File: src/rtl/sha_pkg.sv
// ============================================================================
// sha_pkg
// Shared types, round constants and bit functions for the SHA-256 hasher.
// ============================================================================
package sha_pkg;

    typedef struct packed {
        logic       kind;
        logic [7:0] byte_value;
    } t_in_item;

    typedef struct packed {
        logic [31:0] digest_word;
        logic [2:0]  word_index;
        logic        last_word;
    } t_out_item;

    // Control from the sequencer to the message schedule
    typedef struct packed {
        logic push;       // append one byte to the block
        logic word_done;  // this byte completes a 32-bit word
        logic shift;      // advance the window by one round
    } t_sched_ctl;

    // Control from the sequencer to the round unit
    typedef struct packed {
        logic init;     // load working variables from the chain
        logic step;     // run one round
        logic fold;     // add working variables into the chain
        logic restore;  // reload the initial chain values
    } t_round_ctl;

    localparam int unsigned NumWords   = 8;
    localparam int unsigned WinDepth   = 16;
    localparam int unsigned Rounds     = 64;
    localparam int unsigned BlockBytes = 64;
    localparam int unsigned LenStart   = 56;

    localparam logic        KindData   = 1'b0;
    localparam logic        KindFinish = 1'b1;
    localparam logic [7:0]  PadByte    = 8'h80;

    function automatic logic [31:0] rotr(input logic [31:0] x, input int unsigned n);
        rotr = (x >> n) | (x << (32 - n));
    endfunction

    function automatic logic [31:0] big_sigma0(input logic [31:0] x);
        big_sigma0 = rotr(x, 2) ^ rotr(x, 13) ^ rotr(x, 22);
    endfunction

    function automatic logic [31:0] big_sigma1(input logic [31:0] x);
        big_sigma1 = rotr(x, 6) ^ rotr(x, 11) ^ rotr(x, 25);
    endfunction

    function automatic logic [31:0] small_sigma0(input logic [31:0] x);
        small_sigma0 = rotr(x, 7) ^ rotr(x, 18) ^ (x >> 3);
    endfunction

    function automatic logic [31:0] small_sigma1(input logic [31:0] x);
        small_sigma1 = rotr(x, 17) ^ rotr(x, 19) ^ (x >> 10);
    endfunction

    function automatic logic [31:0] iv_const(input logic [2:0] idx);
        case (idx)
            3'd0:    iv_const = 32'h6a09e667;
            3'd1:    iv_const = 32'hbb67ae85;
            3'd2:    iv_const = 32'h3c6ef372;
            3'd3:    iv_const = 32'ha54ff53a;
            3'd4:    iv_const = 32'h510e527f;
            3'd5:    iv_const = 32'h9b05688c;
            3'd6:    iv_const = 32'h1f83d9ab;
            default: iv_const = 32'h5be0cd19;
        endcase
    endfunction

    function automatic logic [31:0] k_const(input logic [5:0] idx);
        case (idx)
            6'd0:  k_const = 32'h428a2f98;  6'd1:  k_const = 32'h71374491;
            6'd2:  k_const = 32'hb5c0fbcf;  6'd3:  k_const = 32'he9b5dba5;
            6'd4:  k_const = 32'h3956c25b;  6'd5:  k_const = 32'h59f111f1;
            6'd6:  k_const = 32'h923f82a4;  6'd7:  k_const = 32'hab1c5ed5;
            6'd8:  k_const = 32'hd807aa98;  6'd9:  k_const = 32'h12835b01;
            6'd10: k_const = 32'h243185be;  6'd11: k_const = 32'h550c7dc3;
            6'd12: k_const = 32'h72be5d74;  6'd13: k_const = 32'h80deb1fe;
            6'd14: k_const = 32'h9bdc06a7;  6'd15: k_const = 32'hc19bf174;
            6'd16: k_const = 32'he49b69c1;  6'd17: k_const = 32'hefbe4786;
            6'd18: k_const = 32'h0fc19dc6;  6'd19: k_const = 32'h240ca1cc;
            6'd20: k_const = 32'h2de92c6f;  6'd21: k_const = 32'h4a7484aa;
            6'd22: k_const = 32'h5cb0a9dc;  6'd23: k_const = 32'h76f988da;
            6'd24: k_const = 32'h983e5152;  6'd25: k_const = 32'ha831c66d;
            6'd26: k_const = 32'hb00327c8;  6'd27: k_const = 32'hbf597fc7;
            6'd28: k_const = 32'hc6e00bf3;  6'd29: k_const = 32'hd5a79147;
            6'd30: k_const = 32'h06ca6351;  6'd31: k_const = 32'h14292967;
            6'd32: k_const = 32'h27b70a85;  6'd33: k_const = 32'h2e1b2138;
            6'd34: k_const = 32'h4d2c6dfc;  6'd35: k_const = 32'h53380d13;
            6'd36: k_const = 32'h650a7354;  6'd37: k_const = 32'h766a0abb;
            6'd38: k_const = 32'h81c2c92e;  6'd39: k_const = 32'h92722c85;
            6'd40: k_const = 32'ha2bfe8a1;  6'd41: k_const = 32'ha81a664b;
            6'd42: k_const = 32'hc24b8b70;  6'd43: k_const = 32'hc76c51a3;
            6'd44: k_const = 32'hd192e819;  6'd45: k_const = 32'hd6990624;
            6'd46: k_const = 32'hf40e3585;  6'd47: k_const = 32'h106aa070;
            6'd48: k_const = 32'h19a4c116;  6'd49: k_const = 32'h1e376c08;
            6'd50: k_const = 32'h2748774c;  6'd51: k_const = 32'h34b0bcb5;
            6'd52: k_const = 32'h391c0cb3;  6'd53: k_const = 32'h4ed8aa4a;
            6'd54: k_const = 32'h5b9cca4f;  6'd55: k_const = 32'h682e6ff3;
            6'd56: k_const = 32'h748f82ee;  6'd57: k_const = 32'h78a5636f;
            6'd58: k_const = 32'h84c87814;  6'd59: k_const = 32'h8cc70208;
            6'd60: k_const = 32'h90befffa;  6'd61: k_const = 32'ha4506ceb;
            6'd62: k_const = 32'hbef9a3f7;
            default: k_const = 32'hc67178f2;
        endcase
    endfunction

endpackage

File: src/rtl/sha_sched.sv
// ============================================================================
// sha_sched
// Byte packer and 16-word message schedule shift line.
// ============================================================================
module sha_sched (
    input  logic                  i_clk,
    input  sha_pkg::t_sched_ctl   i_ctl,
    input  logic [7:0]            i_byte,
    output logic [31:0]           o_w0
);

    logic [23:0] r_acc;
    logic [31:0] r_win [sha_pkg::WinDepth];
    logic [31:0] w_word;
    logic [31:0] w_new;

    assign w_word = {r_acc, i_byte};

    // W[t+16] from W[t], W[t+1], W[t+9], W[t+14]
    assign w_new = sha_pkg::small_sigma1(r_win[14]) + r_win[9]
                 + sha_pkg::small_sigma0(r_win[1]) + r_win[0];

    assign o_w0 = r_win[0];

    always_ff @(posedge i_clk) begin
        if (i_ctl.push) begin
            r_acc <= w_word[23:0];
        end
        if ((i_ctl.push && i_ctl.word_done) || i_ctl.shift) begin
            for (int i = 0; i < sha_pkg::WinDepth - 1; i++) begin
                r_win[i] <= r_win[i + 1];
            end
            r_win[sha_pkg::WinDepth - 1] <= i_ctl.shift ? w_new : w_word;
        end
    end

endmodule

File: src/rtl/sha_round.sv
// ============================================================================
// sha_round
// One SHA-256 round per cycle over the working variables, plus chain words.
// ============================================================================
module sha_round (
    input  logic                  i_clk,
    input  logic                  i_rst_n,
    input  sha_pkg::t_round_ctl   i_ctl,
    input  logic [31:0]           i_k,
    input  logic [31:0]           i_w,
    input  logic [2:0]            i_rd_idx,
    output logic [31:0]           o_word
);

    logic [31:0] r_chain [sha_pkg::NumWords];
    logic [31:0] r_v     [sha_pkg::NumWords];
    logic [31:0] w_t1;
    logic [31:0] w_t2;
    logic [31:0] w_ch;
    logic [31:0] w_maj;

    assign w_ch  = (r_v[4] & r_v[5]) ^ (~r_v[4] & r_v[6]);
    assign w_maj = (r_v[0] & r_v[1]) ^ (r_v[0] & r_v[2]) ^ (r_v[1] & r_v[2]);
    assign w_t1  = r_v[7] + sha_pkg::big_sigma1(r_v[4]) + w_ch + i_k + i_w;
    assign w_t2  = sha_pkg::big_sigma0(r_v[0]) + w_maj;

    assign o_word = r_chain[i_rd_idx];

    always_ff @(posedge i_clk) begin
        if (!i_rst_n) begin
            for (int i = 0; i < sha_pkg::NumWords; i++) begin
                r_chain[i] <= sha_pkg::iv_const(3'(i));
            end
        end else if (i_ctl.restore) begin
            for (int i = 0; i < sha_pkg::NumWords; i++) begin
                r_chain[i] <= sha_pkg::iv_const(3'(i));
            end
        end else if (i_ctl.fold) begin
            for (int i = 0; i < sha_pkg::NumWords; i++) begin
                r_chain[i] <= r_chain[i] + r_v[i];
            end
        end
    end

    always_ff @(posedge i_clk) begin
        if (i_ctl.init) begin
            for (int i = 0; i < sha_pkg::NumWords; i++) begin
                r_v[i] <= r_chain[i];
            end
        end else if (i_ctl.step) begin
            r_v[7] <= r_v[6];
            r_v[6] <= r_v[5];
            r_v[5] <= r_v[4];
            r_v[4] <= r_v[3] + w_t1;
            r_v[3] <= r_v[2];
            r_v[2] <= r_v[1];
            r_v[1] <= r_v[0];
            r_v[0] <= w_t1 + w_t2;
        end
    end

endmodule

File: src/rtl/sha256_message_hasher_top.sv
// ============================================================================
// sha256_message_hasher_top
// Byte-serial SHA-256: one round unit shared over 64 rounds per block.
// ============================================================================
// Data item: taken while idle; the 64th byte of a block starts 64 rounds in
//   the single round unit, then one chain fold, before the next item is taken.
// Finish item: one pad or length byte per cycle up to the block end, then the
//   rounds and fold for each block (two blocks when fewer than 9 bytes are free), then eight
//   digest words at one per cycle while the output side takes them.
// Reset (synchronous, active low): clear sequencer, fill and length, reload chain.

module sha256_message_hasher_top (
    input  logic               i_clk,
    input  logic               i_rst_n,
    input  logic               i_in_valid,
    output logic               o_in_ready,
    input  sha_pkg::t_in_item  i_in_item,
    output logic               o_out_valid,
    input  logic               i_out_ready,
    output sha_pkg::t_out_item o_out_item
);

    // Sequencer states
    localparam logic [2:0] S_IDLE  = 3'd0;  // wait for an item
    localparam logic [2:0] S_PAD   = 3'd1;  // feed pad and length bytes
    localparam logic [2:0] S_ROUND = 3'd2;  // run the 64 rounds
    localparam logic [2:0] S_FOLD  = 3'd3;  // add working vars into chain
    localparam logic [2:0] S_OUT   = 3'd4;  // deliver the digest words

    localparam logic [5:0] LastFill  = 6'(sha_pkg::BlockBytes - 1);
    localparam logic [5:0] LastRound = 6'(sha_pkg::Rounds - 1);
    localparam logic [5:0] LenFill   = 6'(sha_pkg::LenStart);
    localparam logic [2:0] LastWord  = 3'(sha_pkg::NumWords - 1);

    logic [2:0]  r_state,   n_state;
    logic [5:0]  r_fill,    n_fill;      // next byte slot in the block
    logic [63:0] r_bits,    n_bits;      // message length, shifted out as bytes
    logic [5:0]  r_rc,      n_rc;        // round counter
    logic [2:0]  r_out_idx, n_out_idx;
    logic        r_first,   n_first;     // next pad byte is the 0x80 marker
    logic        r_len_ok,  n_len_ok;    // this block carries the length
    logic        r_final,   n_final;     // running compression is the last one
    logic        r_padding, n_padding;   // a finish item is in progress

    logic        w_in_fire;
    logic        w_out_fire;
    logic        w_push;
    logic        w_block_done;
    logic        w_len_slot;
    logic [7:0]  w_pad_byte;
    logic [7:0]  w_push_byte;
    logic [31:0] w_w0;
    logic [31:0] w_word;

    sha_pkg::t_sched_ctl w_sched_ctl;
    sha_pkg::t_round_ctl w_round_ctl;

    assign o_in_ready = (r_state == S_IDLE);
    assign w_in_fire  = i_in_valid && o_in_ready;
    assign w_out_fire = (r_state == S_OUT) && i_out_ready;

    // Pad stream: marker, zeros, then the bit length in the last eight slots
    assign w_len_slot = !r_first && r_len_ok && (r_fill >= LenFill);
    always_comb begin
        if (r_first) begin
            w_pad_byte = sha_pkg::PadByte;
        end else if (w_len_slot) begin
            w_pad_byte = r_bits[63:56];
        end else begin
            w_pad_byte = 8'h00;
        end
    end

    assign w_push = (w_in_fire && (i_in_item.kind == sha_pkg::KindData))
                  || (r_state == S_PAD);
    assign w_push_byte  = (r_state == S_PAD) ? w_pad_byte : i_in_item.byte_value;
    assign w_block_done = w_push && (r_fill == LastFill);

    assign w_sched_ctl.push      = w_push;
    assign w_sched_ctl.word_done = (r_fill[1:0] == 2'b11);
    assign w_sched_ctl.shift     = (r_state == S_ROUND);

    assign w_round_ctl.init    = w_block_done;
    assign w_round_ctl.step    = (r_state == S_ROUND);
    assign w_round_ctl.fold    = (r_state == S_FOLD);
    assign w_round_ctl.restore = w_out_fire && (r_out_idx == LastWord);

    sha_sched u_sched (
        .i_clk  (i_clk),
        .i_ctl  (w_sched_ctl),
        .i_byte (w_push_byte),
        .o_w0   (w_w0)
    );

    sha_round u_round (
        .i_clk    (i_clk),
        .i_rst_n  (i_rst_n),
        .i_ctl    (w_round_ctl),
        .i_k      (sha_pkg::k_const(r_rc)),
        .i_w      (w_w0),
        .i_rd_idx (r_out_idx),
        .o_word   (w_word)
    );

    always_comb begin
        n_state   = r_state;
        n_fill    = r_fill;
        n_bits    = r_bits;
        n_rc      = r_rc;
        n_out_idx = r_out_idx;
        n_first   = r_first;
        n_len_ok  = r_len_ok;
        n_final   = r_final;
        n_padding = r_padding;
        case (r_state)
            S_IDLE: begin
                if (w_in_fire) begin
                    if (i_in_item.kind == sha_pkg::KindData) begin
                        // append the byte and count its bits (wraps mod 2^64)
                        n_bits = r_bits + 64'd8;
                        n_fill = r_fill + 6'd1;
                        if (w_block_done) begin
                            n_state = S_ROUND;
                            n_rc    = '0;
                        end
                    end else begin
                        n_state   = S_PAD;
                        n_first   = 1'b1;
                        n_padding = 1'b1;
                    end
                end
            end
            S_PAD: begin
                n_fill  = r_fill + 6'd1;
                n_first = 1'b0;
                if (r_first) begin
                    // the length fits only if the marker lands before its slots
                    n_len_ok = (r_fill < LenFill);
                end
                if (w_len_slot) begin
                    n_bits = {r_bits[55:0], 8'h00};
                end
                if (w_block_done) begin
                    n_state = S_ROUND;
                    n_rc    = '0;
                    n_final = w_len_slot;
                end
            end
            S_ROUND: begin
                n_rc = r_rc + 6'd1;
                if (r_rc == LastRound) begin
                    n_state = S_FOLD;
                end
            end
            S_FOLD: begin
                if (r_final) begin
                    n_state   = S_OUT;
                    n_out_idx = '0;
                end else if (r_padding) begin
                    // extra block: zeros then the length
                    n_state  = S_PAD;
                    n_len_ok = 1'b1;
                end else begin
                    n_state = S_IDLE;
                end
            end
            S_OUT: begin
                if (w_out_fire) begin
                    n_out_idx = r_out_idx + 3'd1;
                    if (r_out_idx == LastWord) begin
                        // message done: drop the length and return to idle
                        n_state   = S_IDLE;
                        n_fill    = '0;
                        n_bits    = '0;
                        n_padding = 1'b0;
                        n_final   = 1'b0;
                        n_len_ok  = 1'b0;
                        n_first   = 1'b0;
                    end
                end
            end
            default: begin
                n_state = S_IDLE;
            end
        endcase
    end

    always_ff @(posedge i_clk) begin
        if (!i_rst_n) begin
            r_state   <= S_IDLE;
            r_fill    <= '0;
            r_bits    <= '0;
            r_rc      <= '0;
            r_out_idx <= '0;
            r_first   <= 1'b0;
            r_len_ok  <= 1'b0;
            r_final   <= 1'b0;
            r_padding <= 1'b0;
        end else begin
            r_state   <= n_state;
            r_fill    <= n_fill;
            r_bits    <= n_bits;
            r_rc      <= n_rc;
            r_out_idx <= n_out_idx;
            r_first   <= n_first;
            r_len_ok  <= n_len_ok;
            r_final   <= n_final;
            r_padding <= n_padding;
        end
    end

    // Hold each digest word from registers until it is taken
    assign o_out_valid            = (r_state == S_OUT);
    assign o_out_item.digest_word = w_word;
    assign o_out_item.word_index  = r_out_idx;
    assign o_out_item.last_word   = (r_out_idx == LastWord);

endmodule

File: config.mk
export PLATFORM = sky130hd
export DESIGN_NAME = sha256_message_hasher_top
export DESIGN_NICKNAME = d
export VERILOG_FILES = /design/src/rtl/sha_pkg.sv /design/src/rtl/sha_sched.sv /design/src/rtl/sha_round.sv /design/src/rtl/sha256_message_hasher_top.sv
export SDC_FILE = /design/constraint.sdc
export NUM_CORES = 2
export LEC_CHECK = 0
export ABC_AREA = 1
export BUFFER_PORTS_ARGS = -buffer_cell sky130_fd_sc_hd__buf_4
export CORE_ASPECT_RATIO = 2
export CORE_MARGIN = 1.5
export CORE_UTILIZATION = 60
export DETAILED_ROUTE_END_ITERATION = 12
export PLACE_DENSITY = 0.76
export SYNTH_ARGS = -nofsm -noshare
export SYNTH_HDL_FRONTEND = slang
export SYNTH_HIERARCHICAL = 1
export SYNTH_SLANG_ARGS = --single-unit
export TNS_END_PERCENT = 1
File: constraint.sdc
create_clock -name i_clk -period 19.3 [get_ports i_clk]
set_input_delay 1.93 -clock i_clk [delete_from_list [all_inputs] [get_ports i_clk]]
set_output_delay 1.93 -clock i_clk [all_outputs]
set_load 0.01 [all_outputs]
==> impl_metrics.csv, run 1 <==
group,metric,value,unit
floorplan,dieHeight,514.3,µm
placed_design,dp_hpwl,287300,µm
floorplan,die_w,258.7,µm
global_route,overflow,1859,
synth,syn_inst,9340,
synth,synth-seq-cells,1163,
global_route,grt_pass1_vias,84230,
placed_design,port_buffers,50,
floorplan,start_util,60.40,%
synth,syn_area,78440,µm²
clock_tree,cts_sinks,1163,
floorplan,placement_rows,187,
synth,synth_edf_count,1016,
status,last-stage-reached,"global routing",
clock_tree,clock_path_buffers,3,
clock_tree,htree_levels,3,
synth,avgSynthCellArea,8.398,µm²
clock_tree,cts-root-buf,"clkbuf_16",
clock_tree,cts_resized,0,
clock_tree,hold_buffers,0,
status,outcome,"stopped before the end",
synth,yosysSeqAreaShare,42.65,%
synth,asyncSetResetFlopFracSynth,0,%
clock_tree,postCtsSetupBuffers,0,
global_route,grt_usage,70.96,%
status,error,"[ERROR GRT-0116] Global routing finished with congestion. Check the congestion regions in the DRC Viewer.",
global_route,grt_pass1_wl,686900,µm
placed_design,globalplace.congestion,1.217,
synth,synth_cell_type_count,74,
synth,synth_ff_type,"edfxtp_1",
synth,yosys_warnings,6,
floorplan,io_pins,51,
synth,synth_fp_nets,9943,
clock_tree,numCtsBuffers,104,
global_route,grt_start_max_net_pins,217,
kinds of logic after synthesis:
family	after synthesis	share of synthesized area, %
AOI/OAI and AO/OA	1930	13.92
DFF	1163	42.65
buffers and inverters	1623	8.126
and+or+nand+nor	3644	19.65
xor gates and xnor gates	389	4.363
adders and majority gates	591	11.29
metrics by stage:
stage	area, µm²	hold slack, ns	instances	util [%]	setup WS (ns)
CTS	83650	0.3711	11038	64.42	11.55
global placement	80040	0.4003	10845	61.64	11.63
detailed placement	80040	0.4045	10845	61.64	11.59
floorplan	78440	0.4003	9340	-	4.918
synth_stat cells, types with 6 or more instances:
library cell  count  share of area (%)
a21o_1           67               0.64
nand3_2          10               0.13
a31oi_1          61               0.49
buf_2            51               0.33
or2_2            27               0.22
or2_1            14               0.11
fa_1            195                5.0
a211oi_1         12               0.11
o22ai_1          29               0.23
nand2_2          42               0.33
clkbuf_1        173               0.83
nand3b_1         29               0.28
nor2_2           16               0.13
xnor2_1         197                2.2
a221oi_1          7              0.078
o21a_1           49               0.47
o21ai_0         671                4.3
a21boi_1          6              0.057
nand4_1         105               0.84
dfxtp_1         147                3.8
nor4_1           18               0.14
nor3_2            6              0.077
inv_1          1296                6.2
xor2_1          190                2.1
a21boi_0         20               0.19
inv_2            24               0.11
buf_1            23               0.11
nor3_1          100               0.64
o21ai_2          29               0.32
o211ai_1         44               0.42
o221ai_1          9               0.10
a21boi_2          9               0.13
ha_1            395                6.3
nand2_4           7               0.10
a21oi_2          12               0.13
o21bai_1         70               0.67
a21oi_1         747                4.8
edfxtp_1       1016                 39
o21ai_1          53               0.34
nand2_1        2031                9.7
buf_4            47               0.45
nand3_1         546                3.5
nor2_1          673                3.2
metal layers:
metal	GRT overflow	track usage (%)
met1	5	66.83
met2	1256	95.27
met3	26	48.80
met4	570	76.44
met5	2	13.81
==> run 2: changes to the inputs <==
--- a/config.mk
+++ b/config.mk
@@ -7,11 +7,10 @@
 export LEC_CHECK = 0
 export ABC_AREA = 1
 export BUFFER_PORTS_ARGS = -buffer_cell sky130_fd_sc_hd__buf_4
-export CORE_ASPECT_RATIO = 2
 export CORE_MARGIN = 1.5
-export CORE_UTILIZATION = 60
+export CORE_UTILIZATION = 40
 export DETAILED_ROUTE_END_ITERATION = 12
-export PLACE_DENSITY = 0.76
+export PLACE_DENSITY_LB_ADDON = 0.15
 export SYNTH_ARGS = -nofsm -noshare
 export SYNTH_HDL_FRONTEND = slang
 export SYNTH_HIERARCHICAL = 1
==> impl_metrics.csv, run 2 <==
group,metric,value,unit
global_route,grt_util_met1,41.97,%
final_layout,top_register,"u_sched/r_win",
synth,synthMostInstantiatedCell,"nand2_1",
synth,synth_top_area_share,38.90,%
final_layout,layout-drive-gt1-share,5.598,%
routing,wl_per_cell,26.43,µm
final_layout,largest_reg_flops,512,
timing,setup_viol,0,
clock_tree,postCtsSetupBuffers,0,
clock_tree,cts-root-buf,"clkbuf_16",
placed_design,globalplace.congestion,1.024,
worst_setup_path,cp_data_required_time,19.80,ns
global_route,grt_antenna_before_repair,9,
floorplan,start_util,40.27,%
timing,hold_viol_final,0,
floorplan,io_pins,51,
global_route,grt_start_max_net_pins,199,
global_route,grt_pass1_vias,63924,
clock_tree,hold_buffers,0,
clock_tree,cts_sinks,1163,
routing,drt_iter0_markers,7041,
timing,relSlewSlack,0.4796,%
synth,synth_cell_type_count,74,
worst_setup_path,crit_arrival,7.83,ns
floorplan,die_w,445.8,µm
synth,yosys.area.top_type,"edfxtp_1",
clock_tree,clock_path_buffers,3,
clock_tree,cts_resized,0,
timing,clock_skew,0.04971,ns
final_layout,fin_nets,9888,
timing,tightest_slew,1.477,ns
routing,routed_via_density,5.582,
synth,syn_area,78440,µm²
final_layout,top_regs,"u_sched/r_win: 512 flops, u_round/r_chain: 256 flops, u_round/r_v: 256 flops",
power_and_ir_drop,seqPwrFrac,47.6,%
power_and_ir_drop,swShare,25.31,%
routing,vias,67104,
timing,max_freq,0.1366,GHz
synth,yosys-top-cells-count,"nand2_1 (2031), inv_1 (1296), edfxtp_1 (1016)",
clock_tree,insertion_delay,0.81,ns
worst_hold_path,min_path_type,"reg -> reg",
worst_setup_path,worstSetupStartpointType,"flip-flop",
routing,antenna_left,0,
floorplan,dieHeight,445.8,µm
floorplan,core_area,194800,µm²
final_layout,layout_common_cells,"nand2_1 (2027), inv_1 (1293), edfxtp_1 (1016), a21oi_1 (747), o21ai_0 (671)",
power_and_ir_drop,p_switching,0.001485,W
synth,yosysSeqAreaShare,42.65,%
power_and_ir_drop,p_per_area,68.42,nW/µm²
timing,period_share,37.94,%
synth,synth_edf_count,1016,
global_route,use_met2,48.83,%
timing,finalCriticalPeriod,7.323,ns
final_layout,syn_to_final_growth,9.306,%
final_layout,seqCellArea,33460,µm²
worst_setup_path,crit_path_end_kind,"flip-flop",
placed_design,dpl_cell_area,81160,µm²
routing,totalWireLength,317700,µm
timing,drv_slew,0,
synth,syn_inst,9340,
synth,synth_fp_nets,9943,
floorplan,placement_rows,162,
final_layout,multi_input_area,38660,µm²
synth,synth.area.top_cells,"edfxtp_1 (39%), nand2_1 (9.7%), ha_1 (6.3%)",
synth,synth-seq-cells,1163,
final_layout,n_fill_cell,19503,
clock_tree,clk_pin_slew,0.06,ns
floorplan,dieArea,198800,µm²
final_layout,layout_commonest_cell,"nand2_1",
global_route,grt-busiest-layer,"met2",
placed_design,dp_hpwl,249900,µm
routing,drc,0,
global_route,use_met3,5.020,%
power_and_ir_drop,p_leak,35.01,nW
clock_tree,numCtsBuffers,143,
synth,yosys_warnings,6,
status,outcome,"finished, violations left",
power_and_ir_drop,p_int,0.004381,W
timing,setup_tns,0,ns
placed_design,port_buffers,50,
synth,asyncSetResetFlopFracSynth,0,%
global_route,grt_usage,31.42,%
clock_tree,htree_levels,4,
routing,first_pass_iters,8,
clock_tree,cts_tree,"yes",
status,violations,"max-capacitance violations",
power_and_ir_drop,comb_power_share,7.0,%
worst_setup_path,critical_path_class,"reg -> reg",
final_layout,design_area,85730,µm²
global_route,overflow,0,
global_route,grt_pass1_wl,451800,µm
run,cap_violations,1,
synth,synth_ff_type,"edfxtp_1",
worst_setup_path,cp_max_fo,7,
synth,avgSynthCellArea,8.398,µm²
power_and_ir_drop,pwr-share-clk,45.4,%
power_and_ir_drop,ir_worst_vdd,0.08730,mV
timing,rsz0062_at_grt,"no",
[run 2: cell counts after synthesis]
Identical to the previous run, type by type.
[run 2: area by class of cell]
| class | count | share of cell area [%] |
|---|---|---|
| clock buffer | 169 | 4.371 |
| antenna | 2 | 0.005838 |
| timing repair buffer | 100 | 0.9048 |
| multi-input combinational | 6554 | 45.10 |
| tap | 2624 | 3.829 |
| inverter | 1323 | 5.807 |
| clock inverter | 87 | 0.9574 |
| sequential | 1163 | 39.03 |
[run 2: path summary, 6_finish.rpt]
path                                        from                        endpoint  slack (ns)  cells past startpoint
setup / recovery    u_round/r_v[1][19]$_DFFE_PP_    u_round/r_v[0][30]$_DFFE_PP_       11.98                     24
hold reg to reg   u_sched/r_win[3][17]$_DFFE_PP_  u_sched/r_win[2][49]$_DFFE_PP_        0.40                      0
setup reg to reg    u_round/r_v[1][19]$_DFFE_PP_    u_round/r_v[0][30]$_DFFE_PP_       11.98                     24
hold / removal    u_sched/r_win[3][17]$_DFFE_PP_  u_sched/r_win[2][49]$_DFFE_PP_        0.40                      0
[run 2: power groups by stage]
stage	Clock, W	Combinational, W	Sequential, W
global placement	0	0.000405	0.00284
CTS	0.00272	0.000408	0.00279
global route	0.00281	0.000455	0.00279
floorplan	0	0.000273	0.00283
detailed placement	0	0.000405	0.00284
finish	0.00266	0.000412	0.00279
[run 2: worst max-delay path, cell delays in order, from the launching register on]
cell,delay (ns)
edfxtp_1,0.82
o21ai_0,0.33
fa_1,0.56
fa_1,0.48
fa_1,0.53
inv_1,0.05
ha_1,0.39
nand2_1,0.10
nand2_1,0.08
o21bai_1,0.15
a21oi_1,0.26
nand3_2,0.15
a21boi_2,0.21
xor2_1,0.58
inv_1,0.14
fa_1,0.53
inv_1,0.05
ha_1,0.38
a21oi_1,0.24
a21boi_0,0.41
o21ai_0,0.13
a21oi_1,0.18
nand3_1,0.10
nand3_1,0.09
o21ai_1,0.09
[run 2: cell families after synthesis]
family	count (synthesis)	synth area share [%]
AOI/OAI and AO/OA	1930	13.92
and+or+nand+nor	3644	19.65
DFF	1163	42.65
adders and majority gates	591	11.29
buffers and inverters	1623	8.126
xor gates and xnor gates	389	4.363
[run 2: routing by layer]
metal | vias to the layer above | wire length (µm)
met3 | 647 | 23610
met2 | 2834 | 140200
met5 | - | 0
met1 | 32435 | 133900
li1 | 31188 | -
met4 | 0 | 20060
[run 2: stage by stage]
step | cells | util (%) | setup WS [ns] | hold slack, ns | power (W)
after floorplan | 9340 | - | 4.918 | 0.4003 | 0.003100
after global placement | 11764 | 41.67 | 11.66 | 0.4002 | 0.003245
after detailed placement | 11764 | 41.67 | 11.59 | 0.4045 | 0.003246
after CTS | 12020 | 44.01 | 11.99 | 0.4128 | 0.005915
after global routing | 12020 | 44.01 | 11.71 | 0.4202 | 0.006058
final | 12022 | 44.01 | 11.98 | 0.4045 | 0.005866
Power figures use the tool's default switching activity.
